<file path="src/hdl/pfe_pkg.sv">
// Shared constants, codes and control types for the polynomial feature expansion block.
// No dependencies; every other file in hdl/ refers to this package by scoped names.
package pfe_pkg;

  localparam int MAX_FEATURES = 3;
  localparam int MAX_DEGREE   = 4;
  localparam int VALUE_WIDTH  = 16;

  localparam int ACC_W      = 32;  // Q23.8 term value
  localparam int FRAC_BITS  = 8;
  localparam int COL_W      = 6;
  localparam int DEG_W      = 3;
  localparam int FCOUNT_W   = 2;
  localparam int CFG_IDX_W  = 1;
  localparam int CFG_DATA_W = 3;

  // command fields sized for the largest legal parameter values
  localparam int CMD_IDX_W = 3;  // up to 8 features
  localparam int CMD_POS_W = 2;  // up to degree 4

  localparam logic [CFG_IDX_W-1:0] CFG_DEGREE        = 1'b0;
  localparam logic [CFG_IDX_W-1:0] CFG_FEATURE_COUNT = 1'b1;

  localparam logic [DEG_W-1:0]    DEGREE_RST = 3'd2;
  localparam logic [FCOUNT_W-1:0] FCOUNT_RST = 2'd3;

  localparam logic signed [ACC_W-1:0] ONE_Q8 = 32'sd256;

  typedef enum logic [1:0] {
    SRC_ONE,
    SRC_FEAT,
    SRC_ACC
  } out_src_e;

  typedef struct packed {
    logic                 store_we;
    logic [CMD_IDX_W-1:0] store_addr;
    logic [CMD_IDX_W-1:0] feat_sel;
    logic                 mul_en;
    logic [CMD_POS_W-1:0] mul_pos;
    logic                 out_load;
    out_src_e             out_src;
    logic [COL_W-1:0]     out_column;
    logic [DEG_W-1:0]     out_degree;
    logic                 out_last;
  } pfe_cmd_t;

  typedef struct packed {
    logic out_free;
  } pfe_stat_t;

endpackage

</file>
<file path="src/hdl/pfe_if.sv">
// Valid/ready channel interfaces for feature beats in and monomial beats out.
// Depends on pfe_pkg for default widths.
interface pfe_in_if #(
  parameter int VALUE_WIDTH = pfe_pkg::VALUE_WIDTH
);
  logic                          valid;
  logic                          ready;
  logic signed [VALUE_WIDTH-1:0] feature_value;

  modport source (output valid, output feature_value, input ready);
  modport sink (input valid, input feature_value, output ready);
endinterface

interface pfe_out_if;
  logic                             valid;
  logic                             ready;
  logic [pfe_pkg::COL_W-1:0]        column_index;
  logic [pfe_pkg::DEG_W-1:0]        term_degree;
  logic signed [pfe_pkg::ACC_W-1:0] term_value;
  logic                             last_of_run;

  modport source (output valid, output column_index, output term_degree, output term_value,
                  output last_of_run, input ready);
  modport sink (input valid, input column_index, input term_degree, input term_value,
                input last_of_run, output ready);
endinterface

</file>
<file path="src/hdl/pfe_ctrl.sv">
// Sequencer: configuration registers, feature arrival count and monomial tuple walk.
// Depends on pfe_pkg; drives the datapath through pfe_cmd_t.
module pfe_ctrl #(
  parameter int MAX_FEATURES = pfe_pkg::MAX_FEATURES,
  parameter int MAX_DEGREE   = pfe_pkg::MAX_DEGREE
) (
  input  logic                             clk_i,
  input  logic                             rst_ni,
  input  logic                             cfg_we_i,
  input  logic [pfe_pkg::CFG_IDX_W-1:0]    cfg_index_i,
  input  logic [pfe_pkg::CFG_DATA_W-1:0]   cfg_data_i,
  input  logic                             in_valid_i,
  output logic                             in_ready_o,
  input  pfe_pkg::pfe_stat_t               stat_i,
  output pfe_pkg::pfe_cmd_t                cmd_o
);

  localparam int IDX_W = (MAX_FEATURES > 1) ? $clog2(MAX_FEATURES) : 1;
  localparam int CNT_W = $clog2(MAX_FEATURES + 1);
  localparam int POS_W = (MAX_DEGREE > 1) ? $clog2(MAX_DEGREE) : 1;
  localparam int DEG_W = pfe_pkg::DEG_W;

  typedef enum logic [2:0] {
    ST_IDLE,
    ST_ONE,
    ST_MUL,
    ST_EMIT,
    ST_PASS
  } state_e;

  state_e                         state_q;
  logic [DEG_W-1:0]               degree_q;
  logic [pfe_pkg::FCOUNT_W-1:0]   fcount_q;
  logic [IDX_W-1:0]               arrival_q;
  logic [DEG_W-1:0]               deg_q;
  logic [POS_W-1:0]               pos_q;
  logic [IDX_W-1:0]               tuple_q [MAX_DEGREE];
  logic [pfe_pkg::COL_W-1:0]      col_q;

  logic [CNT_W-1:0]  n_w;
  logic [DEG_W-1:0]  dmax_w;
  logic              accept;
  logic              sample_done;
  logic              found;
  logic [POS_W-1:0]  fpos;
  logic [IDX_W-1:0]  next_val;
  logic [IDX_W-1:0]  tuple_adv [MAX_DEGREE];
  logic              last_mono;
  logic              pass_last;

  // out-of-range settings clamp into the legal range
  always_comb begin
    if (fcount_q == '0) begin
      n_w = CNT_W'(1);
    end else if (int'(fcount_q) > MAX_FEATURES) begin
      n_w = CNT_W'(MAX_FEATURES);
    end else begin
      n_w = CNT_W'(fcount_q);
    end
    if (degree_q == '0) begin
      dmax_w = DEG_W'(1);
    end else if (int'(degree_q) > MAX_DEGREE) begin
      dmax_w = DEG_W'(MAX_DEGREE);
    end else begin
      dmax_w = degree_q;
    end
  end

  assign in_ready_o  = (state_q == ST_IDLE);
  assign accept      = in_valid_i && in_ready_o;
  assign sample_done = (int'(arrival_q) + 1) >= int'(n_w);
  assign pass_last   = (int'(tuple_q[0]) + 1) >= int'(n_w);

  // next nondecreasing tuple: bump the rightmost position with headroom, copy it rightwards
  always_comb begin
    found = 1'b0;
    fpos  = '0;
    for (int p = 0; p < MAX_DEGREE; p++) begin
      if (p < int'(deg_q) && (int'(tuple_q[p]) + 1) < int'(n_w)) begin
        found = 1'b1;
        fpos  = POS_W'(p);
      end
    end
    next_val = tuple_q[fpos] + 1'b1;
    for (int p = 0; p < MAX_DEGREE; p++) begin
      if (p == int'(fpos)) begin
        tuple_adv[p] = next_val;
      end else if (p > int'(fpos) && p < int'(deg_q)) begin
        tuple_adv[p] = next_val;
      end else begin
        tuple_adv[p] = tuple_q[p];
      end
    end
    last_mono = !found && (deg_q == dmax_w);
  end

  always_comb begin
    cmd_o            = '0;
    cmd_o.store_we   = accept;
    cmd_o.store_addr = pfe_pkg::CMD_IDX_W'(arrival_q);
    cmd_o.feat_sel   = pfe_pkg::CMD_IDX_W'(tuple_q[pos_q]);
    cmd_o.mul_pos    = pfe_pkg::CMD_POS_W'(pos_q);
    cmd_o.out_column = col_q;
    cmd_o.out_degree = deg_q;
    cmd_o.out_src    = pfe_pkg::SRC_ACC;
    unique case (state_q)
      ST_ONE: begin
        cmd_o.out_load   = stat_i.out_free;
        cmd_o.out_src    = pfe_pkg::SRC_ONE;
        cmd_o.out_degree = '0;
      end
      ST_MUL: begin
        cmd_o.mul_en = 1'b1;
      end
      ST_EMIT: begin
        cmd_o.out_load = stat_i.out_free;
        cmd_o.out_last = last_mono;
      end
      ST_PASS: begin
        cmd_o.out_load   = stat_i.out_free;
        cmd_o.out_src    = pfe_pkg::SRC_FEAT;
        cmd_o.feat_sel   = pfe_pkg::CMD_IDX_W'(tuple_q[0]);
        cmd_o.out_degree = DEG_W'(1);
        cmd_o.out_last   = pass_last;
      end
      default: ;
    endcase
  end

  always_ff @(posedge clk_i or negedge rst_ni) begin
    if (!rst_ni) begin
      state_q   <= ST_IDLE;
      degree_q  <= pfe_pkg::DEGREE_RST;
      fcount_q  <= pfe_pkg::FCOUNT_RST;
      arrival_q <= '0;
      deg_q     <= '0;
      pos_q     <= '0;
      tuple_q   <= '{default: '0};
      col_q     <= '0;
    end else begin
      if (cfg_we_i) begin
        unique case (cfg_index_i)
          pfe_pkg::CFG_DEGREE:        degree_q <= cfg_data_i[DEG_W-1:0];
          pfe_pkg::CFG_FEATURE_COUNT: fcount_q <= cfg_data_i[pfe_pkg::FCOUNT_W-1:0];
          default: ;
        endcase
      end
      if (cmd_o.out_load) begin
        col_q <= col_q + 1'b1;
      end
      unique case (state_q)
        ST_IDLE: begin
          if (accept) begin
            if (sample_done) begin
              arrival_q <= '0;
              col_q     <= '0;
              tuple_q   <= '{default: '0};
              pos_q     <= '0;
              if (dmax_w == DEG_W'(1)) begin
                deg_q   <= DEG_W'(1);
                state_q <= ST_PASS;
              end else begin
                deg_q   <= '0;
                state_q <= ST_ONE;
              end
            end else begin
              arrival_q <= arrival_q + 1'b1;
            end
          end
        end
        ST_ONE: begin
          if (stat_i.out_free) begin
            deg_q   <= DEG_W'(1);
            pos_q   <= '0;
            state_q <= ST_MUL;
          end
        end
        ST_MUL: begin
          if ((int'(pos_q) + 1) == int'(deg_q)) begin
            state_q <= ST_EMIT;
          end else begin
            pos_q <= pos_q + 1'b1;
          end
        end
        ST_EMIT: begin
          if (stat_i.out_free) begin
            if (found) begin
              // prefix before fpos is unchanged, so its partial product is reused
              tuple_q <= tuple_adv;
              pos_q   <= fpos;
              state_q <= ST_MUL;
            end else if (last_mono) begin
              tuple_q <= '{default: '0};
              state_q <= ST_IDLE;
            end else begin
              deg_q   <= deg_q + 1'b1;
              tuple_q <= '{default: '0};
              pos_q   <= '0;
              state_q <= ST_MUL;
            end
          end
        end
        ST_PASS: begin
          if (stat_i.out_free) begin
            if (pass_last) begin
              tuple_q <= '{default: '0};
              state_q <= ST_IDLE;
            end else begin
              tuple_q[0] <= tuple_q[0] + 1'b1;
            end
          end
        end
        default: state_q <= ST_IDLE;
      endcase
    end
  end

endmodule

</file>
<file path="src/hdl/pfe_dp.sv">
// Datapath: feature store, shared Q8 multiplier with saturation, prefix products, output register.
// Depends on pfe_pkg; steered by pfe_ctrl through pfe_cmd_t.
module pfe_dp #(
  parameter int MAX_FEATURES = pfe_pkg::MAX_FEATURES,
  parameter int MAX_DEGREE   = pfe_pkg::MAX_DEGREE,
  parameter int VALUE_WIDTH  = pfe_pkg::VALUE_WIDTH
) (
  input  logic                             clk_i,
  input  logic                             rst_ni,
  input  pfe_pkg::pfe_cmd_t                cmd_i,
  output pfe_pkg::pfe_stat_t               stat_o,
  input  logic signed [VALUE_WIDTH-1:0]    feature_value_i,
  input  logic                             out_ready_i,
  output logic                             out_valid_o,
  output logic [pfe_pkg::COL_W-1:0]        column_index_o,
  output logic [pfe_pkg::DEG_W-1:0]        term_degree_o,
  output logic signed [pfe_pkg::ACC_W-1:0] term_value_o,
  output logic                             last_of_run_o
);

  localparam int IDX_W  = (MAX_FEATURES > 1) ? $clog2(MAX_FEATURES) : 1;
  localparam int POS_W  = (MAX_DEGREE > 1) ? $clog2(MAX_DEGREE) : 1;
  localparam int ACC_W  = pfe_pkg::ACC_W;
  localparam int PROD_W = ACC_W + VALUE_WIDTH;

  logic signed [VALUE_WIDTH-1:0] store_q [MAX_FEATURES];
  logic signed [ACC_W-1:0]       partial_q [MAX_DEGREE];
  logic signed [ACC_W-1:0]       acc_q;
  logic                          out_valid_q;

  logic [POS_W-1:0]              pos;
  logic [POS_W-1:0]              prev_pos;
  logic signed [VALUE_WIDTH-1:0] feat;
  logic signed [ACC_W-1:0]       feat_ext;
  logic signed [ACC_W-1:0]       operand;
  logic signed [PROD_W-1:0]      prod_w;
  logic signed [PROD_W-1:0]      shift_w;
  logic signed [ACC_W-1:0]       sat_w;
  logic signed [ACC_W-1:0]       out_value_w;

  assign pos      = cmd_i.mul_pos[POS_W-1:0];
  assign prev_pos = POS_W'(pos - 1'b1);
  assign feat     = store_q[cmd_i.feat_sel[IDX_W-1:0]];
  assign feat_ext = ACC_W'(feat);
  assign operand  = (pos == '0) ? pfe_pkg::ONE_Q8 : partial_q[prev_pos];
  assign prod_w   = PROD_W'(operand) * PROD_W'(feat);
  // arithmetic shift rounds toward minus infinity
  assign shift_w  = prod_w >>> pfe_pkg::FRAC_BITS;

  always_comb begin
    if (&shift_w[PROD_W-1:ACC_W-1] || ~|shift_w[PROD_W-1:ACC_W-1]) begin
      sat_w = signed'(shift_w[ACC_W-1:0]);
    end else if (shift_w[PROD_W-1]) begin
      sat_w = signed'({1'b1, {(ACC_W-1){1'b0}}});
    end else begin
      sat_w = signed'({1'b0, {(ACC_W-1){1'b1}}});
    end
  end

  always_comb begin
    unique case (cmd_i.out_src)
      pfe_pkg::SRC_ONE:  out_value_w = pfe_pkg::ONE_Q8;
      pfe_pkg::SRC_FEAT: out_value_w = feat_ext;
      pfe_pkg::SRC_ACC:  out_value_w = acc_q;
      default:           out_value_w = acc_q;
    endcase
  end

  assign stat_o.out_free = !out_valid_q || out_ready_i;

  always_ff @(posedge clk_i) begin
    if (cmd_i.store_we) begin
      store_q[cmd_i.store_addr[IDX_W-1:0]] <= feature_value_i;
    end
    if (cmd_i.mul_en) begin
      partial_q[pos] <= sat_w;
      acc_q          <= sat_w;
    end
    if (cmd_i.out_load) begin
      column_index_o <= cmd_i.out_column;
      term_degree_o  <= cmd_i.out_degree;
      term_value_o   <= out_value_w;
      last_of_run_o  <= cmd_i.out_last;
    end
  end

  always_ff @(posedge clk_i or negedge rst_ni) begin
    if (!rst_ni) begin
      out_valid_q <= 1'b0;
    end else if (cmd_i.out_load) begin
      out_valid_q <= 1'b1;
    end else if (out_ready_i) begin
      out_valid_q <= 1'b0;
    end
  end

  assign out_valid_o = out_valid_q;

endmodule

</file>
<file path="src/hdl/polynomial_feature_expansion_core.sv">
// Polynomial feature expansion, top level; joins pfe_ctrl and pfe_dp and uses pfe_pkg, pfe_if.
// Features of a sample arrive one per beat (signed Q7.8) and are taken one per cycle while the
// block is idle. The beat that completes the sample starts the expansion: the constant 1, then
// every monomial up to the configured degree in graded lexicographic order, one beat each, last
// one flagged; degree 1 passes the raw features through instead. All products go through one
// shared multiplier with Q8 rescale and 32-bit saturation. Prefix products are kept, so a
// monomial is multiplied only from the leftmost position that changed since the previous tuple
// of the same degree (every position for the first tuple of a degree). Three features at
// degree 4 give 35 beats. No new feature is taken from the completing beat until the final
// monomial sits in the output register. Configuration writes take effect at once and belong
// between samples.
module polynomial_feature_expansion_core #(
  parameter int MAX_FEATURES = pfe_pkg::MAX_FEATURES,
  parameter int MAX_DEGREE   = pfe_pkg::MAX_DEGREE,
  parameter int VALUE_WIDTH  = pfe_pkg::VALUE_WIDTH
) (
  input  logic                           clk_i,
  input  logic                           rst_ni,
  input  logic                           cfg_we_i,
  input  logic [pfe_pkg::CFG_IDX_W-1:0]  cfg_index_i,
  input  logic [pfe_pkg::CFG_DATA_W-1:0] cfg_data_i,
  pfe_in_if.sink                         in_i,
  pfe_out_if.source                      out_o
);

  pfe_pkg::pfe_cmd_t  cmd;
  pfe_pkg::pfe_stat_t stat;

  pfe_ctrl #(
    .MAX_FEATURES (MAX_FEATURES),
    .MAX_DEGREE   (MAX_DEGREE)
  ) u_ctrl (
    .clk_i       (clk_i),
    .rst_ni      (rst_ni),
    .cfg_we_i    (cfg_we_i),
    .cfg_index_i (cfg_index_i),
    .cfg_data_i  (cfg_data_i),
    .in_valid_i  (in_i.valid),
    .in_ready_o  (in_i.ready),
    .stat_i      (stat),
    .cmd_o       (cmd)
  );

  pfe_dp #(
    .MAX_FEATURES (MAX_FEATURES),
    .MAX_DEGREE   (MAX_DEGREE),
    .VALUE_WIDTH  (VALUE_WIDTH)
  ) u_dp (
    .clk_i           (clk_i),
    .rst_ni          (rst_ni),
    .cmd_i           (cmd),
    .stat_o          (stat),
    .feature_value_i (in_i.feature_value),
    .out_ready_i     (out_o.ready),
    .out_valid_o     (out_o.valid),
    .column_index_o  (out_o.column_index),
    .term_degree_o   (out_o.term_degree),
    .term_value_o    (out_o.term_value),
    .last_of_run_o   (out_o.last_of_run)
  );

endmodule

</file>
<file path="src/flat_wrapper.sv">
// flat-port wrapper written by rule: the top's interface ports become plain ports
module polynomial_feature_expansion_core_flat 
#(
  parameter int MAX_FEATURES = pfe_pkg::MAX_FEATURES,
  parameter int MAX_DEGREE   = pfe_pkg::MAX_DEGREE,
  parameter int VALUE_WIDTH  = pfe_pkg::VALUE_WIDTH
)
  (clk_i, rst_ni, cfg_we_i, cfg_index_i, cfg_data_i, in_i_valid, in_i_feature_value, in_i_ready, out_o_valid, out_o_column_index, out_o_term_degree, out_o_term_value, out_o_last_of_run, out_o_ready);
  pfe_in_if #(.VALUE_WIDTH(VALUE_WIDTH)) in_i_i ();
  pfe_out_if out_o_i ();
  input  logic clk_i;
  input  logic rst_ni;
  input  logic cfg_we_i;
  input  logic [pfe_pkg::CFG_IDX_W-1:0] cfg_index_i;
  input  logic [pfe_pkg::CFG_DATA_W-1:0] cfg_data_i;
  input wire logic [$bits(in_i_i.valid)-1:0] in_i_valid;
  input wire logic [$bits(in_i_i.feature_value)-1:0] in_i_feature_value;
  output wire logic [$bits(in_i_i.ready)-1:0] in_i_ready;
  output wire logic [$bits(out_o_i.valid)-1:0] out_o_valid;
  output wire logic [$bits(out_o_i.column_index)-1:0] out_o_column_index;
  output wire logic [$bits(out_o_i.term_degree)-1:0] out_o_term_degree;
  output wire logic [$bits(out_o_i.term_value)-1:0] out_o_term_value;
  output wire logic [$bits(out_o_i.last_of_run)-1:0] out_o_last_of_run;
  input wire logic [$bits(out_o_i.ready)-1:0] out_o_ready;
  assign in_i_i.valid = in_i_valid;
  assign in_i_i.feature_value = in_i_feature_value;
  assign in_i_ready = in_i_i.ready;
  assign out_o_valid = out_o_i.valid;
  assign out_o_column_index = out_o_i.column_index;
  assign out_o_term_degree = out_o_i.term_degree;
  assign out_o_term_value = out_o_i.term_value;
  assign out_o_last_of_run = out_o_i.last_of_run;
  assign out_o_i.ready = out_o_ready;
  polynomial_feature_expansion_core #(.MAX_FEATURES(MAX_FEATURES), .MAX_DEGREE(MAX_DEGREE), .VALUE_WIDTH(VALUE_WIDTH)) u_core (.clk_i(clk_i), .rst_ni(rst_ni), .cfg_we_i(cfg_we_i), .cfg_index_i(cfg_index_i), .cfg_data_i(cfg_data_i), .in_i(in_i_i), .out_o(out_o_i));
endmodule
</file>
<file path="config.mk">
export PLATFORM = sky130hd
export DESIGN_NAME = polynomial_feature_expansion_core_flat
export DESIGN_NICKNAME = d
export VERILOG_FILES = /design/src/hdl/pfe_pkg.sv /design/src/hdl/pfe_if.sv /design/src/hdl/pfe_ctrl.sv /design/src/hdl/pfe_dp.sv /design/src/hdl/polynomial_feature_expansion_core.sv /design/src/flat_wrapper.sv
export SDC_FILE = /design/constraint.sdc
export NUM_CORES = 2
export LEC_CHECK = 0
export BUFFER_PORTS_ARGS = -buffer_cell sky130_fd_sc_hd__buf_4
export CORE_ASPECT_RATIO = 1.1
export CORE_UTILIZATION = 45
export DETAILED_ROUTE_END_ITERATION = 8
export PLACE_DENSITY = 0.61
export SYNTH_ARGS = -nofsm -noshare
export SYNTH_HDL_FRONTEND = slang
export SYNTH_SLANG_ARGS = --single-unit
</file>
<file path="constraint.sdc">
create_clock -name clk_i -period 12.35 [get_ports clk_i]
set_clock_uncertainty 0.15 [all_clocks]
set_input_delay 2.47 -clock clk_i [delete_from_list [all_inputs] [get_ports clk_i]]
set_output_delay 2.47 -clock clk_i [all_outputs]
set_load 0.05 [all_outputs]
</file>
==> impl_metrics.yaml <==
run_status:
  run_status: "finished with violations"
  violated_checks: "DRC"
global_route:
  grt_antenna_before_repair: 2
  grt_overflow: 0
  first_global_vias: 23600
  pin_count_of_the_biggest_net_entering_global_routing: 78
  grt_pass1_wl_mm: 142
  grt_usage_pct: 27.8
worst_setup_path:
  timing.critical_path.from_type: "register"
  worst-path-max-fanout: 22
  worst_path_max_delay_cell: "sky130_fd_sc_hd__a21o_1"
  critical_path_required_ns: 12.46
  cpMostUsedCell: "sky130_fd_sc_hd__fa_1"
  crit_path_end_kind: "register"
  cp.arrival_ns: 11.27
  max_stage_delay_ns: 0.74
  path_class: "register to register"
yosys:
  synth_top_cell_by_area: "sky130_fd_sc_hd__fa_1"
  synth.top_cell.area_share_pct: 32.6
  synth-seq-cells: 280
  synth_commonest_cells: "sky130_fd_sc_hd__inv_1, sky130_fd_sc_hd__fa_1, sky130_fd_sc_hd__nand2_1, sky130_fd_sc_hd__nor2_1, sky130_fd_sc_hd__edfxtp_1"
  ys_async_sr_fraction_pct: 10.7
  synth-edff-count: 250
  synth_most_common_cell: "sky130_fd_sc_hd__inv_1"
  synthesis.yosys.warnings: 0
  synthesis.nets: 3627
  synth_area_leaders: "sky130_fd_sc_hd__fa_1, sky130_fd_sc_hd__edfxtp_1, sky130_fd_sc_hd__inv_1"
  syn-instance-count: 2984
  synth_cell_type_count: 78
  synth_sequential_area_ratio_pct: 27.5
  syn-mean-instance-area_um2: 10.1
  netlist_area_mm2: 0.0301
  yosys_most_used_dff: "sky130_fd_sc_hd__edfxtp_1"
flow_run:
  maxCapViolations: 0
timing:
  finalSetupViolCount: 0
  grt_setup_unrepaired: "false"
  period_share_pct: 90.4
  period_minus_slack_ns: 11.16
  max_freq_mhz: 89.6
  hold_violations: 0
  finalMaxSlewViolations: 0
  slew-limit-headroom_pct: 21.8
  final.setup.tns_ns: 0
  fin_ws_ns: 1.19
  worst_slew_pin_slew_ns: 1.17
cts:
  cts_tree: "built"
  cell_chosen_for_the_clock_root: "sky130_fd_sc_hd__clkbuf_16"
  clk-insertion-delay-late_ns: 0.55
  cts-buffers-inserted: 26
  hold_buffer_count_at_cts: 0
  cts-htree-levels: 1
  clockBufferDepth: 3
  clk_transition_reported_paths_ns: 0.07
  post-cts-setup-buffers: 0
  cts-resized-gates: 0
  cts_sinks: 280
placed_design:
  place.detailed.hpwl_mm: 73.1
  io_buffer_count: 68
  pre_cts_slack_ns: 1.29
  globalplace.congestion: 1.02
floorplan:
  chipWidth_um: 248
  dieHeight_um: 273
  initial_core_util_pct: 45.5
  io-pin-count: 69
  placeable_core_region_mm2: 0.0661
  placement_rows: 99
  fp.dieArea_mm2: 0.0679
routing:
  vias: 22000
  post_drt_wl_per_cell_um: 23.3
  drc_errors: 2
  detail-route-antenna-nets: 0
  initialDrtViolationCount: 1803
  viasPerCell: 5.62
  wirelength_mm: 91.4
  drt_pass1_iterations: 8
final_layout:
  flow.area_growth_from_synthesis_pct: 9.10
  nNetsFinal: 3685
  final_layout_size_suffix_gt1_share_pct: 9.21
  antenna-diode-count: 0
  fillers: 6129
hold_path:
  holdCritPathClass: "register to register"
-- layer usage --
metal	part of all wire, %	track usage, %	vias up
li1	-	-	9543
met1	40	35.1	11300
met2	49	48.0	922
met3	6.6	3.65	233
met4	4.9	12.3	0
met5	0	0	-
-- cell usage in the layout, fill, tap and decap left out, types with 15 or more instances in the layout --
cell type,n
sky130_fd_sc_hd__clkbuf_16,27
sky130_fd_sc_hd__nor2b_1,50
sky130_fd_sc_hd__xor2_1,23
sky130_fd_sc_hd__and3_1,15
sky130_fd_sc_hd__mux2i_1,45
sky130_fd_sc_hd__o21ai_0,75
sky130_fd_sc_hd__nor2_1,258
sky130_fd_sc_hd__buf_4,150
sky130_fd_sc_hd__ha_1,127
sky130_fd_sc_hd__a21oi_1,81
sky130_fd_sc_hd__nand2b_1,19
sky130_fd_sc_hd__a21o_1,23
sky130_fd_sc_hd__fa_1,490
sky130_fd_sc_hd__edfxtp_1,250
sky130_fd_sc_hd__a211oi_1,54
sky130_fd_sc_hd__nor3_1,15
sky130_fd_sc_hd__xnor2_1,34
sky130_fd_sc_hd__and2_1,37
sky130_fd_sc_hd__a211o_1,26
sky130_fd_sc_hd__nand3_1,16
sky130_fd_sc_hd__nand2_1,409
sky130_fd_sc_hd__inv_1,596
sky130_fd_sc_hd__dfrtp_1,26
sky130_fd_sc_hd__o21ai_2,35
sky130_fd_sc_hd__nand4_1,18
-- per-stage QoR --
step | std cells | cell area (um2) | util (%) | hold WS, ns
4_1_cts | 3920 | 32800 | 49.6 | 0.326
6_report | 3920 | 32800 | 49.6 | 0.326
2_1_floorplan | 2984 | 30100 | - | 0.284
3_3_place_gp | 3872 | 31900 | 48.2 | 0.297
3_5_place_dp | 3872 | 31900 | 48.2 | 0.317
5_1_grt | 3920 | 32800 | 49.6 | 0.351
-- cell families after synthesis --
family          Yosys count  share of synthesized area, %
simple gates            880                          12.8
buf+inv                 717                          9.17
mux                      61                          2.43
flops                   280                          27.5
fa+ha+maj               618                          37.9
xor+xnor                 57                          1.66
compound gates          371                          8.47
-- area by class of cell --
| cell class | count | area [um2] | area share [%] |
|---|---|---|---|
| multi-input cells | 1987 | 19200 | 58.4 |
| flip-flops and latches | 280 | 8270 | 25.2 |
| inverters | 596 | 2240 | 6.82 |
| repair buffers | 151 | 1150 | 3.49 |
| well taps | 858 | 1070 | 3.27 |
| clock buffers | 34 | 712 | 2.17 |
| clock inverters | 14 | 216 | 0.660 |
-- final timing paths --
check	end	from	slack [ns]	depth (start not counted)
worst max-delay path	u_core.u_dp.acc_q[19]	u_core.u_ctrl.state_q[2]	1.19	30
worst min-delay path	u_core.u_dp.column_index_o[5]	u_core.u_ctrl.col_q[5]	0.33	0
worst max register to register	u_core.u_dp.acc_q[19]	u_core.u_ctrl.state_q[2]	1.19	30
worst min register to register	u_core.u_dp.column_index_o[5]	u_core.u_ctrl.col_q[5]	0.33	0
max in group asynchronous	u_core.u_ctrl.fcount_q[1]	rst_ni	10.00	1
min in group asynchronous	u_core.u_ctrl.col_q[1]	rst_ni	1.70	1
-- registers in the layout, summed over array words and instances, names as in the netlist, 6 cells and up --
| name | flops |
|---|---|
| u_core.u_dp.store_q | 48 |
| u_core.u_dp.column_index_o | 6 |
| u_core.u_dp.partial_q | 128 |
| u_core.u_dp.acc_q | 32 |
| u_core.u_dp.term_value_o | 32 |
| u_core.u_ctrl.tuple_q | 8 |
| u_core.u_ctrl.col_q | 6 |
-- worst max-delay path: cells and delay by family (launching register included) --
| kind | cells | cell delay (ns) |
|---|---|---|
| buffers and inverters | 6 | 0.93 |
| AND/OR/NAND/NOR | 8 | 2.25 |
| AO/OA/AOI/OAI | 9 | 3.43 |
| adder cells (fa/ha/maj) | 7 | 3.47 |
| flip-flops | 1 | 0.60 |
Power is left out: the tool's default activity adds up to more than one toggle a clock period on the data nets, which glitch-free logic cannot reach.
